<file path="src/hw/rtl/spv_pkg.sv">
package spv_pkg;

  localparam int BASE_SIZE_DEF = 64;
  localparam int CAND_BITS_DEF = 17;

  localparam int PRIME_W   = 10;
  localparam int SLOT_W    = 6;
  localparam int CAND_W    = 17;
  localparam int PAR_W     = 64;
  localparam int COF_W     = 35;
  localparam int N_W       = 32;
  localparam int CNT_W     = 6;
  localparam int CFG_IDX_W = 2;
  localparam int RADIX     = 4;

  localparam logic [CFG_IDX_W-1:0] REG_N_VALUE     = 2'd0;
  localparam logic [CFG_IDX_W-1:0] REG_PRIME_COUNT = 2'd1;

  localparam logic ACT_LOAD = 1'b0;
  localparam logic ACT_TEST = 1'b1;

  typedef struct packed {
    logic              action;
    logic [SLOT_W-1:0] slot;
    logic [PRIME_W-1:0] prime;
    logic [CAND_W-1:0] candidate;
  } in_item_t;

  typedef struct packed {
    logic              smooth;
    logic [PAR_W-1:0]  parity_bits;
    logic [COF_W-1:0]  cofactor;
    logic [CAND_W-1:0] candidate_echo;
  } out_item_t;

  typedef struct packed {
    logic [CFG_IDX_W-1:0] index;
    logic [N_W-1:0]       data;
  } cfg_item_t;

  typedef enum logic [3:0] {
    ST_IDLE,
    ST_MUL,
    ST_SUB,
    ST_COL,
    ST_PRIME,
    ST_DIVST,
    ST_DIVRUN,
    ST_CHECK,
    ST_NEXT,
    ST_DONE,
    ST_RET
  } step_e;

  typedef enum logic [3:0] {
    C_NEVER,
    C_ALWAYS,
    C_NO_TEST,
    C_MAG_ZERO,
    C_COL_END,
    C_PRIME_BAD,
    C_DIV_BUSY,
    C_DIV_MORE,
    C_OUT_FULL
  } cond_e;

  typedef struct packed {
    logic accept;
    logic mul_en;
    logic sub_en;
    logic rd_en;
    logic div_start;
    logic div_step;
    logic check_en;
    logic col_dec;
    logic out_ld;
  } uop_t;

  typedef struct packed {
    uop_t  uop;
    cond_e cond;
    step_e target;
  } ucode_t;

  typedef struct packed {
    logic test_go;
    logic mag_zero;
    logic col_end;
    logic prime_bad;
    logic div_busy;
    logic div_more;
    logic out_full;
  } stat_t;

  typedef struct packed {
    logic start;
    logic step;
  } div_ctrl_t;

  // control store: jump to target when cond holds, else fall through
  function automatic ucode_t ucode_rom(input step_e s);
    ucode_t w;
    w = '0;
    w.cond = C_NEVER;
    w.target = ST_IDLE;
    case (s)
      ST_IDLE: begin
        w.uop.accept = 1'b1;
        w.cond = C_NO_TEST;
        w.target = ST_IDLE;
      end
      ST_MUL: begin
        w.uop.mul_en = 1'b1;
      end
      ST_SUB: begin
        w.uop.sub_en = 1'b1;
        w.cond = C_MAG_ZERO;
        w.target = ST_DONE;
      end
      ST_COL: begin
        w.uop.rd_en = 1'b1;
        w.cond = C_COL_END;
        w.target = ST_DONE;
      end
      ST_PRIME: begin
        w.cond = C_PRIME_BAD;
        w.target = ST_NEXT;
      end
      ST_DIVST: begin
        w.uop.div_start = 1'b1;
      end
      ST_DIVRUN: begin
        w.uop.div_step = 1'b1;
        w.cond = C_DIV_BUSY;
        w.target = ST_DIVRUN;
      end
      ST_CHECK: begin
        w.uop.check_en = 1'b1;
        w.cond = C_DIV_MORE;
        w.target = ST_DIVST;
      end
      ST_NEXT: begin
        w.uop.col_dec = 1'b1;
        w.cond = C_ALWAYS;
        w.target = ST_COL;
      end
      ST_DONE: begin
        w.uop.out_ld = 1'b1;
        w.cond = C_OUT_FULL;
        w.target = ST_DONE;
      end
      ST_RET: begin
        w.cond = C_ALWAYS;
        w.target = ST_IDLE;
      end
      default: begin
        w.cond = C_ALWAYS;
        w.target = ST_IDLE;
      end
    endcase
    return w;
  endfunction

endpackage

</file>
<file path="src/hw/rtl/spv_seq.sv">
module spv_seq (
  input  logic           clk_i,
  input  logic           rst_ni,
  input  spv_pkg::stat_t stat_i,
  output spv_pkg::uop_t  uop_o
);

  spv_pkg::step_e  pc_q, pc_d;
  spv_pkg::ucode_t word;
  logic            take;

  always_ff @(posedge clk_i or negedge rst_ni) begin
    if (!rst_ni) begin
      pc_q <= spv_pkg::ST_IDLE;
    end else begin
      pc_q <= pc_d;
    end
  end

  always_comb begin
    word = spv_pkg::ucode_rom(pc_q);
    case (word.cond)
      spv_pkg::C_NEVER:     take = 1'b0;
      spv_pkg::C_ALWAYS:    take = 1'b1;
      spv_pkg::C_NO_TEST:   take = !stat_i.test_go;
      spv_pkg::C_MAG_ZERO:  take = stat_i.mag_zero;
      spv_pkg::C_COL_END:   take = stat_i.col_end;
      spv_pkg::C_PRIME_BAD: take = stat_i.prime_bad;
      spv_pkg::C_DIV_BUSY:  take = stat_i.div_busy;
      spv_pkg::C_DIV_MORE:  take = stat_i.div_more;
      spv_pkg::C_OUT_FULL:  take = stat_i.out_full;
      default:              take = 1'b1;
    endcase
    pc_d  = take ? word.target : spv_pkg::step_e'(pc_q + 4'd1);
    uop_o = word.uop;
  end

endmodule

</file>
<file path="config.mk">
export PLATFORM = sky130hd
export DESIGN_NAME = spv_seq
export DESIGN_NICKNAME = d
export VERILOG_FILES = /design/src/hw/rtl/spv_pkg.sv /design/src/hw/rtl/spv_seq.sv
export SDC_FILE = /design/constraint.sdc
export NUM_CORES = 1
export LEC_CHECK = 0
export BUFFER_PORTS_ARGS = -buffer_cell sky130_fd_sc_hd__buf_2
export CAP_MARGIN = 20
export CORE_AREA = 2 2 39 41
export CTS_CLUSTER_DIAMETER = 150
export DETAILED_ROUTE_END_ITERATION = 6
export DIE_AREA = 0 0 41 43
export GPL_ROUTABILITY_DRIVEN = 0
export PLACE_DENSITY = 0.73
export SLEW_MARGIN = 20
export SYNTH_ARGS = -nofsm -noshare
export SYNTH_HDL_FRONTEND = slang
export SYNTH_SLANG_ARGS = --single-unit
</file>
<file path="constraint.sdc">
create_clock -name clk_i -period 2.6 [get_ports clk_i]
set_input_delay 0.13 -clock clk_i [delete_from_list [all_inputs] [get_ports clk_i]]
set_output_delay 0.13 -clock clk_i [all_outputs]
set_load 0.01 [all_outputs]
</file>
==> impl_metrics.ini <==
[outcome]
status = finished clean

[final_layout]
largest_reg_flops = 4
syn_to_final_growth_pct = 17.8
reg_top3 = pc_q: 4 flops
drive_gt1_frac = 0.236
final_util = 0.467
fillCellCount = 157
n_antenna_cell = 0
regMostFlops = pc_q
num-nets-final = 104

[drt]
post_drt_wl_per_cell_um = 11.8
route.antenna.remaining_nets = 0
drt-initial-drc-count = 8
wl_um = 1240
drc = 0
vias_per_cell = 5.42
drt_first_pass_iters = 4
num_vias = 569

[global_route]
track_usage = 0.160
grt_overflow = 0
antenna_found_initial = 0
grt_start_max_net_pins = 21
grt_pass1_wl_um = 1960
grt_pass1_vias = 479

[synthesis]
ys_warn_count = 0
syn_area_sq_um = 548
syn_avg_cell_area_sq_um = 7.41
synth.top_cells.by_count = 8 x o21ai_0, 7 x nor2_1, 6 x and2_1, 6 x inv_1
yosysMostFrequentCell = o21ai_0
synth_edf_count = 0
synthTopCellsByArea = dfrtp_1 18%, ha_1 9.1%, o21ai_0 7.3%
yosysTopAreaCellShare = 0.183
synth_cells = 74
syn-num-nets = 87
seq_area_frac_synth = 0.183
synth.distinct_cells = 30
ys_async_sr_fraction = 1.00
synth_top_area_cell = dfrtp_1
synth-seq-cells = 4
ys.flop_type = dfrtp_1

[clock_tree]
cts_tree = yes
path_clk_slew_ns = 0.03
clock_latency_ns = 0.23
cts_root_buf = clkbuf_4
clock_path_buffers = 2
cts-buffers-inserted = 3
htree_levels = 1
clock_sinks = 4
cts_hold_buffers = 1
cts_resized = 0
post_cts_buffers = 0

[timing]
max_slew.worst_pin.slew_ns = 0.505
fin_crit_sh = 0.881
finalHoldViolCount = 0
timing.setup.tns_ns = 0
setup_violations = 0
finalClockSkew_ns = 0.00136
finalMaxSlewViolations = 0
fin_crit_ns = 2.29
fmax_mhz = 437
maxSlewHeadroom = 0.663
rsz0062_at_grt = false

[die]
pin_count = 18
core_area_sq_um = 1380
die_h_um = 43
die_area_sq_um = 1760
start_util = 0.396
die_w_um = 41
row_count = 14

[pwr]
ir_drop_mv = 0.476
power_w = 0.000665
p_per_area_nw_per_um2 = 1030
p_leak_nw = 0.309

[placed_design]
portBuffers = 17
detailed_place_hpwl_um = 959

[setup_path]
r2r-start = pc_q[0]$_DFF_PN0_
reg2reg_depth = 7
endpoint_kind = register
cpLargestDelayFamily = simple AND/OR/NAND/NOR gates
r2r-end = pc_q[3]$_DFF_PN0_
cp_num_buf_inv = 1
reg2reg_setup_slack_ns = 0.31
max_stage_delay_ns = 0.51
cp_cell_sequence = inv_1 -> ha_1 -> nor2_1 -> a221o_1 -> o31a_1 -> or4_1 -> nand3b_1
crit_fanout = 10
arrival_ns = 2.45
cp_slowest_cell = or4_1
path_class = register to register
critical_path_required_ns = 2.76
worstSetupStartpointType = register

[run]
cap_violations = 0

[hold_path]
hold_path.class = input port to asynchronous set/reset pin
[cell families (layout without fill, tap and decap cells)]
logic type	Yosys count	in the layout	share of synthesized area
AOI/OAI and AO/OA	21	21	0.267
adders and majority gates	4	4	0.0913
buffers and inverters	12	27	0.114
DFF	4	4	0.183
muxes	2	2	0.0365
and+or+nand+nor	31	31	0.308
[where the power goes]
group / switching, W / internal, W / total [W]
Sequential: 0.0000431 / 0.0000862 / 0.000129
Clock: 0.0000210 / 0.0000513 / 0.0000724
Combinational: 0.000265 / 0.000198 / 0.000463
[metal layers]
metal,global-route usage,wire (um),vias up
li1,-,-,293
met1,0.212,581,264
met2,0.247,606,12
met3,0.0314,49,0
met4,0.0600,0,0
met5,0,0,-
[how the worst max path moves through the flow]
stage          slack [ns]  depth (start not counted)              start           endpoint
2_1_floorplan        0.48                          8  pc_q[0]$_DFF_PN0_  pc_q[3]$_DFF_PN0_
3_3_place_gp         0.35                          7  pc_q[0]$_DFF_PN0_  pc_q[3]$_DFF_PN0_
3_5_place_dp         0.33                          7  pc_q[0]$_DFF_PN0_  pc_q[3]$_DFF_PN0_
4_1_cts              0.32                          7  pc_q[0]$_DFF_PN0_  pc_q[3]$_DFF_PN0_
5_1_grt              0.14                          7  pc_q[0]$_DFF_PN0_  pc_q[0]$_DFF_PN0_
6_report             0.31                          7  pc_q[0]$_DFF_PN0_  pc_q[3]$_DFF_PN0_
[cell type report]
cell class	instances	area [sq um]	area share
Inverter	6	22.5	0.0349
Timing Repair Buffer	18	95.1	0.147
Clock buffer	3	22.5	0.0349
Multi-Input combinational cell	58	385	0.597
Tap cell	16	20.0	0.0310
Sequential cell	4	100	0.155
[through the flow]
step / setup slack (ns) / area, sq um / instances / hold slack (ns)
after global routing: 0.138 / 646 / 105 / 0.222
after floorplan: 0.483 / 548 / 74 / -0.166
after CTS: 0.319 / 646 / 105 / 0.225
after detailed placement: 0.331 / 613 / 101 / -0.0648
after global placement: 0.347 / 613 / 101 / -0.0641
final: 0.311 / 646 / 105 / 0.234
[placed cells by master, fill, tap and decap left out, types with 2 or more instances in the layout]
master / Yosys / routed
ha_1: 4 / 4
o311ai_0: 2 / 2
inv_1: 6 / 6
nor3b_1: 3 / 3
o21ai_0: 8 / 8
buf_2: 2 / 17
and2_1: 6 / 6
a21oi_1: 4 / 4
nor3_1: 3 / 3
nor2_1: 7 / 7
mux2i_1: 2 / 2
clkbuf_4: 0 / 3
dfrtp_1: 4 / 4
nand2_1: 4 / 4
Power figures use the tool's default switching activity.
